--- src/reservoir_sampler_core_defines.svh ---
// Assertion macros shared by the reservoir sampler RTL.
// Each check is sampled on clk_i and held off while rst_ni is low.
`ifndef RESERVOIR_SAMPLER_CORE_DEFINES_SVH
`define RESERVOIR_SAMPLER_CORE_DEFINES_SVH

`ifndef ASSERT_OFF
`define RS_ASSERT(lbl, prop) \
  lbl: assert property (@(posedge clk_i) disable iff (!rst_ni) prop) \
    else $error("reservoir sampler check failed");
`define RS_ASSERT_NEVER(lbl, cond) \
  lbl: assert property (@(posedge clk_i) disable iff (!rst_ni) !(cond)) \
    else $error("reservoir sampler forbidden condition");
`else
`define RS_ASSERT(lbl, prop)
`define RS_ASSERT_NEVER(lbl, cond)
`endif

`endif

--- src/rs_pkg.sv ---
`default_nettype none

package rs_pkg;

  // Reservoir geometry
  localparam int SLOTS  = 128;
  localparam int SLOT_W = (SLOTS > 1) ? $clog2(SLOTS) : 1;
  localparam int K_W    = ($clog2(SLOTS + 1) > 8) ? $clog2(SLOTS + 1) : 8;

  // Field widths
  localparam int WORD_W = 64;
  localparam int RND_W  = 31;
  localparam int IDX_W  = 7;
  localparam int CNT_W  = 32;
  localparam int SIZE_W = 8;
  localparam int STEP_W = $clog2(RND_W);

  // Input tdata layout, lowest bit first
  localparam int IN_ITEM_LO = 0;
  localparam int IN_RND_LO  = IN_ITEM_LO + WORD_W;
  localparam int IN_IDX_LO  = IN_RND_LO + RND_W;
  localparam int IN_BITS    = IN_IDX_LO + IDX_W;
  localparam int IN_TDATA_W = ((IN_BITS + 7) / 8) * 8;

  // Output tdata layout, lowest bit first
  localparam int OUT_TAKEN_LO = 0;
  localparam int OUT_SLOT_LO  = OUT_TAKEN_LO + 1;
  localparam int OUT_DATA_LO  = OUT_SLOT_LO + IDX_W;
  localparam int OUT_VALID_LO = OUT_DATA_LO + WORD_W;
  localparam int OUT_SEEN_LO  = OUT_VALID_LO + 1;
  localparam int OUT_BITS     = OUT_SEEN_LO + CNT_W;
  localparam int OUT_TDATA_W  = ((OUT_BITS + 7) / 8) * 8;

  // Configuration
  localparam int             PADDR_W    = 3;
  localparam logic [SIZE_W-1:0] SIZE_RESET = SIZE_W'(100);

  typedef enum logic [1:0] {
    FUNC_OFFER = 2'd0,
    FUNC_READ  = 2'd1,
    FUNC_CLEAR = 2'd2,
    FUNC_NOP   = 2'd3
  } rs_func_e;

  typedef enum logic [1:0] {
    ST_IDLE,
    ST_DIV,
    ST_FIN
  } rs_state_e;

  // Request from the sequencer to the slot store
  typedef struct packed {
    logic              we;
    logic [SLOT_W-1:0] waddr;
    logic              re;
    logic [SLOT_W-1:0] raddr;
    logic              clr;
  } rs_mem_req_t;

endpackage

`default_nettype wire

--- src/rs_divider.sv ---
`default_nettype none
`include "reservoir_sampler_core_defines.svh"

// Bit-serial restoring remainder unit: one dividend bit per cycle.
module rs_divider
  import rs_pkg::*;
(
  input  wire logic             clk_i,
  input  wire logic             rst_ni,
  input  wire logic             start_i,
  input  wire logic [RND_W-1:0] dividend_i,
  input  wire logic [CNT_W-1:0] divisor_i,
  output logic                  done_o,
  output logic [CNT_W-1:0]      rem_o
);

  logic [CNT_W-1:0]  rem_q, rem_d;
  logic [RND_W-1:0]  dvd_q;
  logic [CNT_W-1:0]  dvs_q;
  logic [STEP_W-1:0] step_q;
  logic              busy_q, done_q;
  logic [CNT_W:0]    trial;
  logic [CNT_W:0]    diff;

  // Shift in the next dividend bit and subtract when it fits
  always_comb begin
    trial = {rem_q, dvd_q[RND_W-1]};
    diff  = trial - {1'b0, dvs_q};
    rem_d = (trial >= {1'b0, dvs_q}) ? diff[CNT_W-1:0] : trial[CNT_W-1:0];
  end

  // Control: step counter, busy and done pulse
  always_ff @(posedge clk_i or negedge rst_ni) begin
    if (!rst_ni) begin
      busy_q <= 1'b0;
      done_q <= 1'b0;
      step_q <= '0;
    end else begin
      done_q <= busy_q && !start_i && (step_q == '0);
      if (start_i) begin
        busy_q <= 1'b1;
        step_q <= STEP_W'(RND_W - 1);
      end else if (busy_q) begin
        step_q <= step_q - STEP_W'(1);
        if (step_q == '0) begin
          busy_q <= 1'b0;
        end
      end
    end
  end

  // Datapath: partial remainder and dividend shift register
  always_ff @(posedge clk_i) begin
    if (start_i) begin
      rem_q <= '0;
      dvd_q <= dividend_i;
      dvs_q <= divisor_i;
    end else if (busy_q) begin
      rem_q <= rem_d;
      dvd_q <= {dvd_q[RND_W-2:0], 1'b0};
    end
  end

  assign done_o = done_q;
  assign rem_o  = rem_q;

  `RS_ASSERT(a_rem_below_divisor, done_q |-> (rem_q < dvs_q))
  `RS_ASSERT_NEVER(a_start_while_busy, start_i && busy_q)

endmodule

`default_nettype wire

--- config.mk ---
export PLATFORM = sky130hd
export DESIGN_NAME = rs_divider
export DESIGN_NICKNAME = d
export VERILOG_FILES = /design/src/rs_pkg.sv /design/src/rs_divider.sv
export VERILOG_INCLUDE_DIRS = /design/src /design/src/src
export SDC_FILE = /design/constraint.sdc
export NUM_CORES = 1
export LEC_CHECK = 0
export BUFFER_PORTS_ARGS = -buffer_cell sky130_fd_sc_hd__buf_4
export CORE_MARGIN = 3
export CORE_UTILIZATION = 52
export CTS_CLUSTER_SIZE = 8
export DETAILED_ROUTE_END_ITERATION = 12
export PLACE_DENSITY = 0.77
export SLEW_MARGIN = 20
export SYNTH_ARGS = -nofsm -noshare
export SYNTH_HDL_FRONTEND = slang
export SYNTH_SLANG_ARGS = --single-unit
--- constraint.sdc ---
create_clock -name clk_i -period 7.1 [get_ports clk_i]
set_clock_uncertainty 0.15 [all_clocks]
set_input_delay 1.065 -clock clk_i [delete_from_list [all_inputs] [get_ports clk_i]]
set_output_delay 1.065 -clock clk_i [all_outputs]
set_load 0.01 [all_outputs]
# --- After elaboration in Yosys (flattened, before gate mapping) ---
# Index checks and enable logic that the tools add are counted.
word_totals:
  out_inout_bits: 33
  inputBits: 66
  elab_cells: 22
  regBits: 102
op_classes:
  n_mux: 8
  reduce_logical: 5
  magnitude_cmp: 1
  n_addsub: 2
op_table:
  columns: ["cell", "count"]
  rows:
  - ["31-bit 2-to-1 mux", 2]
  - ["33-bit by 32-bit >= comparator with 1-bit output", 1]
  - ["32-bit 2-to-1 mux", 1]
  - ["32-bit subtractor", 1]
  - ["5-bit 2-to-1 mux", 2]
  - ["5-bit logical NOT", 1]
  - ["5-bit by 1-bit subtractor with 5-bit output (second input constant)", 1]
  - ["1-bit 2-to-1 mux", 3]
  - ["1-bit logical AND", 2]
  - ["2-bit nonzero test", 1]
  - ["1-bit logical NOT", 1]

# --- Logic depth before layout (Yosys ltp) ---
# Gate-level depths: netlist of run 1.
logic_depth:
  word_depth: 4
  depth_mapped: 13
  ltp_nobuf: 13

# --- Least setup slack after synthesis of run 1 ---
# OpenSTA, ideal clock, no wires.
synth_path:
  path_kind: "flip-flop to flip-flop"
  start: "register dvd_q[30]"
  end: "register rem_q[28] (netlist: rem_o[28])"
  setup_ns: 0.088
  arrival_ns: 2.797
  path_stages_with_launch: 14
  path_slack_ns: 4.065
  n_path_buf: 0
  required_ns: 6.862
  synth_period_minus_slack_ns: 3.035
  path_cell_list: "edfxtp_1 inv_1 ha_1 inv_1 fa_1 a211o_1 a211oi_2 nor3_1 nor3_2 o21ai_2 a41oi_2 mux2i_1 a41o_1 a311oi_2"
synth_via:
  elab_chain_len: 2
  elab_cells_between_ends: 3
  classes_between: "add/sub (1); order compare (1); mux (1)"
synth_rtl:
  columns: ["element", "line", "rtl"]
  rows:
  - ["from (decl)", "rs_divider.sv:18", "logic [RND_W-1:0] dvd_q;"]
  - ["from (signal assigned)", "rs_divider.sv:56", "dvd_q <= dividend_i;"]
  - ["from (signal assigned)", "rs_divider.sv:60", "dvd_q <= {dvd_q[RND_W-2:0], 1'b0};"]
  - ["32-bit subtractor or 33-bit by 32-bit >= comparator with 1-bit output (tied branches)", "rs_divider.sv:28, rs_divider.sv:29", null]
  - ["32-bit 2-to-1 mux (*)", "rs_divider.sv:29", "rem_d = (trial >= {1'b0, dvs_q}) ? diff[CNT_W-1:0] : trial[CNT_W-1:0];"]
  - ["to (signal assigned)", "rs_divider.sv:59", "rem_q <= rem_d;"]
  - ["to (decl)", "rs_divider.sv:17", "logic [CNT_W-1:0] rem_q, rem_d;"]
# Every way passes the cells marked *; elsewhere a longest branch is shown, timed or not.
# A chain may end at the register's enable or synchronous reset.

# --- Worst setup path in the final report of run 1 ---
layout_path:
  start: "register rem_q[20] (netlist: rem_o[20])"
  end: "register rem_q[10] (netlist: rem_o[10])"
layout_via:
  elab_chain_len: 2
layout_rtl:
  columns: ["element", "line"]
  rows:
  - ["33-bit by 32-bit >= comparator with 1-bit output", "rs_divider.sv:29"]
  - ["32-bit 2-to-1 mux", "rs_divider.sv:29"]
# Every way passes these cells.

==> results.py, run 1 <==
metrics = {
    "sta": {
        "setup_slack_ns": 3.451,
        "hold_viol_final": 0,
        "slew_headroom_pct": 29.88,
        "holdWs_ns": 0.3572,
        "finalCritPeriodShare_pct": 51.40,
        "fin_crit_ns": 3.649,
        "rsz0062_at_grt": "no",
        "tightestPinTransition_ns": 1.049,
        "fmax_mhz": 274.0,
        "tns_ns": 0,
        "setup_viol": 0,
        "drv_slew": 0,
    },
    "worst_setup_path": {
        "cpPeakStageDelay_ns": 0.82,
        "path_delay_family": "simple AND/OR/NAND/NOR gates",
        "crit_path_start_kind": "flip-flop",
        "crit_chain": "ha_1 -> and3_1 -> a221o_1 -> a21oi_1 -> o21a_1 -> a31oi_1 -> nor2_4 -> inv_2 -> mux2i_1 -> a211oi_1",
        "cpMaxStageDelayCell": "nor2_4",
        "cp-end-kind": "flip-flop",
        "worst-path-max-fanout": 45,
        "cp.required_ns": 7.21,
        "crit_arrival_ns": 3.76,
        "crit_buf_inv": 1,
        "path_class": "flip-flop to flip-flop",
    },
    "yosys": {
        "synthCells": 575,
        "seq_area_frac_synth_pct": 46.27,
        "synth_top_area_share_pct": 32.33,
        "yosys-top-cells-area": "edfxtp_1 (32%), dfxtp_1 (11%), ha_1 (7.3%), mux2_2 (6.2%), a21oi_1 (3.8%)",
        "synth.distinct_cells": 59,
        "synth_nets": 676,
        "yosysTopAreaCell": "edfxtp_1",
        "synth-edff-count": 63,
        "yosysWarnings": 0,
        "synth_async_sr_flop_share_pct": 6.863,
        "ys.flop_type": "edfxtp_1",
        "synth.avg_cell_area_sq_um": 10.18,
        "ys_seq_elements": 102,
        "syn_area_sq_mm": 0.005852,
    },
    "placed_design": {
        "place.gp.congestion": 0.8852,
        "hpwl_mm": 8.691,
        "preCtsSetupSlack_ns": 3.477,
        "numPortBuffers": 98,
    },
    "global_route": {
        "track_usage_pct": 19.93,
        "grt_pass1_vias": 4452,
        "grt.overflow.total": 0,
        "grt_antenna_before_repair": 0,
        "grt_pass1_wl_mm": 20.51,
        "grt_max_degree": 86,
    },
    "routing": {
        "wirelength_mm": 12.27,
        "post_drt_wl_per_cell_um": 15.21,
        "viasPerCell": 5.576,
        "vias": 4500,
        "antenna_left": 0,
        "dr.pass1.iters": 4,
        "drc": 0,
        "drtIter0Drc": 271,
    },
    "clock_tree": {
        "htree_levels": 3,
        "cts_tree": "yes",
        "clock_latency_ns": 0.36,
        "post-cts-setup-buffers": 0,
        "cts_resized": 0,
        "cts_hold_buffers": 0,
        "clock_sinks": 102,
        "clock_path_buffers": 2,
        "cts_buffers": 9,
        "cts_root_buf": "clkbuf_16",
        "path_clk_slew_ns": 0.07,
    },
    "job": {
        "cap_viol_max_count": 0,
    },
    "finish": {
        "final_common_cell": "buf_4",
        "final-seq-area_sq_mm": 0.002709,
        "final_nets": 763,
        "post-route-util_pct": 63.82,
        "layout-drive-gt1-share_pct": 25.04,
        "area_growth_pct": 19.26,
        "multi_input_area_sq_mm": 0.002879,
        "n_antenna_cell": 0,
        "final_cell_mix": "buf_4 (100), edfxtp_1 (63), nor2_1 (60)",
        "nFillCells": 944,
    },
    "die": {
        "rows": 38,
        "dieArea_sq_mm": 0.01256,
        "coreArea_sq_mm": 0.01094,
        "io_pins": 99,
        "die_h_um": 112.1,
        "start_util_pct": 53.51,
        "dieWidth_um": 112.1,
    },
    "status": {
        "status": "finished clean",
    },
    "pwr": {
        "power.switching_uw": 925.6,
        "internal_power_uw": 1508,
        "power_density_mw_per_mm2": 348.7,
        "combPwrFrac_pct": 45.5,
        "pwr-share-seq_pct": 34.3,
        "p_leak_uw": 0.003071,
        "power_frac_clock_pct": 20.2,
        "swShare_pct": 38.03,
        "vdd_ir_drop_max_uv": 184.9,
    },
    "hold_path": {
        "hp-class": "input pin to asynchronous set/reset pin",
    },
}
-- cell type report --
class / count / area share, %
timing repair buffer: 100 / 10.76
tap: 140 / 2.510
clock buffer: 10 / 3.424
multi-input combinational: 404 / 41.25
inverter: 45 / 2.420
sequential: 102 / 38.81
clock inverter: 6 / 0.8247
-- per-layer routing --
| layer | routed length, um | global-route usage (%) | vias up | part of all wire [%] |
|---|---|---|---|---|
| li1 | - | - | 2271 | - |
| met1 | 5414 | 25.04 | 2099 | 44 |
| met2 | 5902 | 33.37 | 113 | 48 |
| met3 | 738 | 5.930 | 17 | 6.0 |
| met4 | 218 | 6.010 | 0 | 1.8 |
| met5 | 0 | 0 | - | 0 |
-- per-stage QoR --
step / area (sq um) / total power (uW) / std cells
after floorplan: 5852 / 1636 / 575
after global placement: 6683 / 1911 / 791
after detailed placement: 6683 / 1941 / 791
after CTS: 6979 / 2448 / 807
after global routing: 6979 / 2607 / 807
final: 6979 / 2434 / 807
-- worst register-to-register path, cell delays in order, from the launching register on --
cell and delay, ns:
dfxtp_1 0.34, ha_1 0.38, and3_1 0.26, a221o_1 0.33, a21oi_1 0.15, o21a_1 0.15
a31oi_1 0.13, nor2_4 0.82, inv_2 0.38, mux2i_1 0.21, a211oi_1 0.26
-- final timing paths --
check,slack [ns],from,cells after the start,to
worst max-delay path,3.45,rem_o[20],10,rem_o[10]
worst min-delay path,0.36,rst_ni,1,step_q[1]
worst max register to register,3.45,rem_o[20],10,rem_o[10]
worst min register to register,0.37,step_q[4],2,step_q[4]
max in group asynchronous,6.31,rst_ni,1,busy_q
min in group clk_i,0.37,step_q[4],2,step_q[4]
-- registers in the layout (all words and copies together), names as in the netlist --
| name | count |
|---|---|
| dvs_q | 32 |
| rem_o | 32 |
| dvd_q | 31 |
| step_q | 5 |
| busy_q | 1 |
| done_o | 1 |
-- power by group through the flow --
stage	combinational [uW]	sequential, uW	clock [uW]
floorplan	783	854	0
global placement	1070	842	0
detailed placement	1090	847	0
CTS	1100	835	509
global route	1230	851	528
finish	1110	834	492
-- Yosys cell counts, types with 5 or more instances --
cell / instances
a211oi_1: 24
a21o_1: 16
a21oi_1: 45
a31oi_1: 7
and3_1: 6
buf_2: 5
clkbuf_1: 18
dfrtp_1: 7
dfxtp_1: 32
edfxtp_1: 63
ha_1: 34
inv_1: 44
mux2_2: 32
mux2i_1: 14
nand2_1: 30
nand2b_1: 7
nand3_1: 6
nor2_1: 60
nor3_1: 12
o21a_1: 8
o21ai_0: 16
or2_2: 5
xnor2_1: 17
xor2_1: 7
-- cells by family (layout without fill, tap and decap cells) --
group | count (synthesis) | in the layout | synth area share (%)
adder cells (fa/ha/maj) | 35 | 35 | 7.612
XOR/XNOR | 24 | 24 | 3.592
multiplexers | 46 | 46 | 8.552
AO/OA/AOI/OAI | 144 | 144 | 16.55
flip-flops | 102 | 102 | 46.27
buffers and inverters | 69 | 161 | 4.533
AND/OR/NAND/NOR | 155 | 155 | 12.89
Power figures use the tool's default switching activity.
==> inputs of run 2 (changes only) <==
Settings changed: CORE_UTILIZATION 52 to 51, PLACE_DENSITY 0.77 to 0.78.
Clock period 7.1 ns to 3.3 ns, I/O delays scaled along.
==> run 2 against run 1 <==
Sequential power up 110%. Count of clock-buffer cells in the layout down 1. Sequential share of layout area down 0.98 points. Routed wire length up 5.9%. Total power up 130%. Critical path depth up 3. Register-to-register slack worse by 3.4 ns. First-iteration DRC count down 5.9%. Utilization up 1.1 points. Fmax up 13%. Non-clock buffer count up 16. Via count up 1.8%. Critical endpoint is now rem_o[28].
==> results.py, run 2 (same netlist as run 1, synthesis figures left out) <==
metrics = {
    "die": {
        "dieWidth_um": 113.1,
        "dieArea_sq_mm": 0.01280,
        "io_pins": 99,
        "coreArea_sq_mm": 0.01103,
        "rows": 38,
        "start_util_pct": 53.05,
        "die_h_um": 113.1,
    },
    "finish": {
        "final_cell_mix": "buf_4 (114), edfxtp_1 (63), nor2_1 (60)",
        "final-seq-area_sq_mm": 0.002709,
        "multi_input_area_sq_mm": 0.002902,
        "layout-drive-gt1-share_pct": 27.49,
        "nFillCells": 923,
        "post-route-util_pct": 64.92,
        "area_growth_pct": 22.36,
        "final_common_cell": "buf_4",
        "final_nets": 780,
        "fin_area_sq_mm": 0.007161,
        "n_antenna_cell": 0,
    },
    "worst_setup_path": {
        "cpMostUsedCell": "nor3_2",
        "crit_chain": "inv_1 -> ha_2 -> inv_2 -> fa_2 -> a211o_1 -> a211oi_2 -> nor3_2 -> nor3_2 -> o21ai_2 -> a41oi_2 -> mux2i_1 -> a41o_1 -> a311oi_2",
        "worst-path-max-fanout": 2,
        "cp-end-kind": "flip-flop",
        "crit_path_start_kind": "flip-flop",
        "cp.required_ns": 3.42,
        "path_class": "flip-flop to flip-flop",
        "cpMaxStageDelayCell": "edfxtp_1",
        "cpPeakStageDelay_ns": 0.41,
        "crit_arrival_ns": 3.34,
    },
    "global_route": {
        "grt_pass1_vias": 4527,
        "grt_antenna_before_repair": 0,
        "track_usage_pct": 20.83,
        "grt_pass1_wl_mm": 21.61,
        "grt.overflow.total": 0,
        "grt_max_degree": 76,
    },
    "routing": {
        "drtIter0Drc": 255,
        "antenna_left": 0,
        "vias": 4581,
        "dr.pass1.iters": 5,
        "drc": 0,
        "viasPerCell": 5.559,
        "wirelength_mm": 13.00,
        "post_drt_wl_per_cell_um": 15.77,
    },
    "placed_design": {
        "place.gp.congestion": 0.9137,
        "numPortBuffers": 98,
        "hpwl_mm": 9.151,
        "preCtsSetupSlack_ns": 0.03388,
        "dpl-instance-area_sq_mm": 0.006748,
    },
    "sta": {
        "setup_viol": 0,
        "rsz0062_at_grt": "yes",
        "hold_viol_final": 0,
        "tightestPinTransition_ns": 0.7218,
        "setup_slack_ns": 0.07231,
        "slew_headroom_pct": 51.88,
        "drv_slew": 0,
        "fmax_mhz": 309.8,
        "finalCritPeriodShare_pct": 97.81,
        "fin_crit_ns": 3.228,
    },
    "pwr": {
        "power_density_mw_per_mm2": 767.2,
        "p_leak_uw": 0.003159,
        "vdd_ir_drop_max_uv": 703.2,
    },
    "clock_tree": {
        "htree_levels": 3,
        "clock_path_buffers": 2,
        "path_clk_slew_ns": 0.08,
        "clock_latency_ns": 0.36,
        "cts_buffers": 9,
        "cts_root_buf": "clkbuf_16",
        "cts_tree": "yes",
        "clock_sinks": 102,
    },
    "status": {
        "status": "finished clean",
    },
    "job": {
        "cap_viol_max_count": 0,
    },
    "hold_path": {
        "hp-class": "input pin to flip-flop",
    },
}
[run 2: area by class of cell]
type,count,area share [%]
Multi-Input combinational cell,405,40.52
Sequential cell,102,37.83
Timing Repair Buffer,116,12.37
Clock buffer,9,3.145
Tap cell,140,2.446
Inverter,45,2.359
Clock inverter,7,1.328
[run 2: worst paths after layout]
| kind | startpoint | to | slack, ns | cells after the start |
|---|---|---|---|---|
| min in group asynchronous | rst_ni | busy_q | 0.33 | 2 |
| max in group asynchronous | rst_ni | busy_q | 2.54 | 2 |
| hold reg to reg | rem_o[22] | rem_o[22] | 0.37 | 2 |
| hold / removal | divisor_i[14] | dvs_q[14] | 0.15 | 1 |
| setup reg to reg | dvd_q[30] | rem_o[28] | 0.07 | 13 |
| setup / recovery | dvd_q[30] | rem_o[28] | 0.07 | 13 |
[run 2: what timing repair did]
action                                  in CTS  in global routing
endpoints found under the hold margin        7                  0
setup buffers                                0                  8
hold buffers                                 1                  0
endpoints found under the setup margin       1                 17
cloned                                       0                  1
gates resized for setup                      0                  5
pin swaps                                    1                 12
[run 2: where the power goes]
group	internal (uW)	total, uW	switching (uW)	leakage [uW]
clock	614	1140	528	0.000158
sequential	1590	1790	203	0.000977
combinational	1210	2560	1350	0.00202
[run 2: critical path: cells and delay by family, from the launching register on]
family | cells | cell delay, ns
mux | 1 | 0.12
buf+inv | 2 | 0.12
flops | 1 | 0.41
compound gates | 6 | 1.42
fa+ha+maj | 2 | 0.55
simple gates | 2 | 0.35
[run 2: per-layer routing]
layer	wire length, um	part of all wire [%]	global-route usage (%)
met3	704	5.4	6.310
met1	5795	45	27.59
met4	165	1.3	5.369
met5	0	0	0
met2	6331	49	33.53
[run 2: metrics by stage]
step	total power (uW)	hold slack, ns	setup TNS, ns	cells
4_1_cts	5415	0.1412	0	815
3_5_place_dp	4250	0.1635	0	798
6_report	5494	0.1511	0	824
2_1_floorplan	3521	0.04941	0	575
5_1_grt	5878	0.1358	-0.3404	824
3_3_place_gp	4174	0.1623	0	798
==> inputs of run 3 (changes only) <==
--- a/constraint.sdc
+++ b/constraint.sdc
@@ -3,3 +3,3 @@
 set_input_delay 0.495 -clock clk_i [delete_from_list [all_inputs] [get_ports clk_i]]
 set_output_delay 0.495 -clock clk_i [all_outputs]
-set_load 0.01 [all_outputs]
+set_load 0.1 [all_outputs]
==> run 3 against run 2 <==
Clock power about the same. Sequential share of layout area increased by 0.22 points. First-iteration DRC count up 29%. Sequential cell count unchanged. Combinational power rose by 39%. Routed wire length down 0.89%. Via count is 0.57% higher. Design area shrank 0.16%. Worst setup slack better by 0.057 ns. Largest power group unchanged. Register-to-register slack gained 0.06 ns.
==> results.py, run 3 (same netlist as run 1, synthesis figures left out) <==
metrics = {
    "worst_setup_path": {
        "crit_path_end": "rem_o[28]",
        "path_class": "flip-flop to flip-flop",
        "cp.required_ns": 3.35,
        "worst-path-max-fanout": 3,
        "setup.worst_path.start": "dvd_q[30]",
        "regToRegSetupSlack_ns": 0.13,
        "r2r_start": "dvd_q[30]",
        "rr_worst_depth": 13,
        "crit_arrival_ns": 3.22,
        "cp-end-kind": "flip-flop",
        "cpMaxStageDelayCell": "edfxtp_1",
        "crit_chain": "inv_1 -> ha_1 -> inv_1 -> fa_2 -> a211o_1 -> a211oi_2 -> nor3_2 -> nor3_2 -> o21ai_2 -> a41oi_2 -> mux2i_1 -> a41o_1 -> a311oi_2",
        "crit_path_start_kind": "flip-flop",
        "r2r-end": "rem_o[28]",
        "cpPeakStageDelay_ns": 0.40,
    },
    "clock_tree": {
        "clock_path_buffers": 2,
        "clock_sinks": 102,
        "clock_latency_ns": 0.36,
        "cts_tree": "yes",
        "cts_buffers": 9,
        "htree_levels": 3,
        "cts_root_buf": "clkbuf_16",
        "path_clk_slew_ns": 0.08,
    },
    "global_route": {
        "grt_max_degree": 60,
        "grt.overflow.total": 0,
        "track_usage_pct": 20.47,
        "grt_pass1_wl_mm": 21.28,
        "grt_pass1_vias": 4508,
        "grt_antenna_before_repair": 0,
    },
    "sta": {
        "drv_slew": 0,
        "finalCritPeriodShare_pct": 96.09,
        "fmax_mhz": 315.4,
        "tightestPinTransition_ns": 0.7239,
        "rsz0062_at_grt": "no",
        "slew_headroom_pct": 51.74,
        "setup_slack_ns": 0.1292,
        "hold_viol_final": 0,
        "setup_viol": 0,
        "fin_crit_ns": 3.171,
    },
    "routing": {
        "dr.pass1.iters": 5,
        "post_drt_wl_per_cell_um": 15.67,
        "antenna_left": 0,
        "drc": 0,
        "viasPerCell": 5.605,
        "vias": 4607,
        "wirelength_mm": 12.88,
        "drtIter0Drc": 328,
    },
    "die": {
        "io_pins": 99,
        "coreArea_sq_mm": 0.01103,
        "die_h_um": 113.1,
        "dieWidth_um": 113.1,
        "start_util_pct": 53.05,
        "rows": 38,
        "dieArea_sq_mm": 0.01280,
    },
    "placed_design": {
        "post-place-cells": 798,
        "hpwl_mm": 9.238,
        "place.gp.congestion": 0.9137,
        "preCtsSetupSlack_ns": -0.008810,
        "numPortBuffers": 98,
    },
    "finish": {
        "multi_input_area_sq_mm": 0.002895,
        "final_common_cell": "buf_4",
        "final_cell_mix": "buf_4 (114), edfxtp_1 (63), nor2_1 (60)",
        "post-route-util_pct": 64.81,
        "stdcell_count": 822,
        "area_growth_pct": 22.17,
        "n_antenna_cell": 0,
        "final_nets": 778,
        "final-seq-area_sq_mm": 0.002720,
        "layout-drive-gt1-share_pct": 28.45,
        "nFillCells": 889,
    },
    "pwr": {
        "vdd_ir_drop_max_uv": 916.0,
        "power_density_mw_per_mm2": 913.9,
        "p_leak_uw": 0.003152,
    },
    "job": {
        "cap_viol_max_count": 0,
    },
    "hold_path": {
        "hp-class": "input pin to flip-flop",
    },
    "status": {
        "status": "finished clean",
    },
}
run 3: cell count changes in the layout (fill, tap and decap cells not counted), moves of 2 or more:
cell     change
dfxtp_1      -9
dfxtp_2      +9
inv_6        -3
inv_8        +2
run 3: worst min path at each step:
stage                       from        to  slack, ns  cells past startpoint
floorplan                 rst_ni    busy_q       0.05                      0
global placement          rst_ni    done_o       0.16                      1
detailed placement        rst_ni    done_o       0.16                      1
CTS                 divisor_i[2]  dvs_q[2]       0.14                      1
global route        divisor_i[2]  dvs_q[2]       0.14                      1
finish              divisor_i[2]  dvs_q[2]       0.15                      1
run 3: where the power goes:
group,total [uW],switching (uW),internal [uW]
Sequential,1810,209,1600
Clock,1150,538,616
Combinational,3570,2350,1220
Total,6530,3100,3440
run 3: area by class of cell:
cell class | count | share of cell area [%]
clock buffers | 9 | 3.150
clock inverters | 7 | 1.383
inverters | 45 | 2.363
multi-input cells | 404 | 40.50
flip-flops and latches | 102 | 38.05
well taps | 140 | 2.450
repair buffers | 115 | 12.11
run 3: metal layers:
layer  wire length (um)  track usage [%]  vias up
met5                  0                0        -
met4                114            6.250        0
met3                678            5.027       11
met2               6483            34.72      117
met1               5604            25.91     2180
li1                   -                -     2299
run 3: worst max-delay path, delay by kind of cell, from the launching register on:
kind	cells	cell delay, ns
buffers and inverters	2	0.13
AO/OA/AOI/OAI	6	1.29
AND/OR/NAND/NOR	2	0.30
flip-flops	1	0.40
adder cells (fa/ha/maj)	2	0.51
multiplexers	1	0.23
run 3: per-stage QoR:
step	hold WS [ns]	setup TNS (ns)	total power [uW]	cell area, sq um
2_1_floorplan	0.04941	0	4537	5863
3_3_place_gp	0.1608	0	5204	6746
3_5_place_dp	0.1635	-0.008810	5286	6746
4_1_cts	0.1384	0	6466	7081
5_1_grt	0.1372	0	6899	7149
6_report	0.1547	0	6534	7149
run 3: repair_timing:
| action | in CTS | in global routing |
|---|---|---|
| hold buffers | 1 | 0 |
| endpoints found under the hold margin | 7 | 0 |
| pin swaps | 1 | 3 |
| setup endpoints to repair | 1 | 27 |
| setup buffers | 0 | 7 |
| gates resized for setup | 0 | 4 |
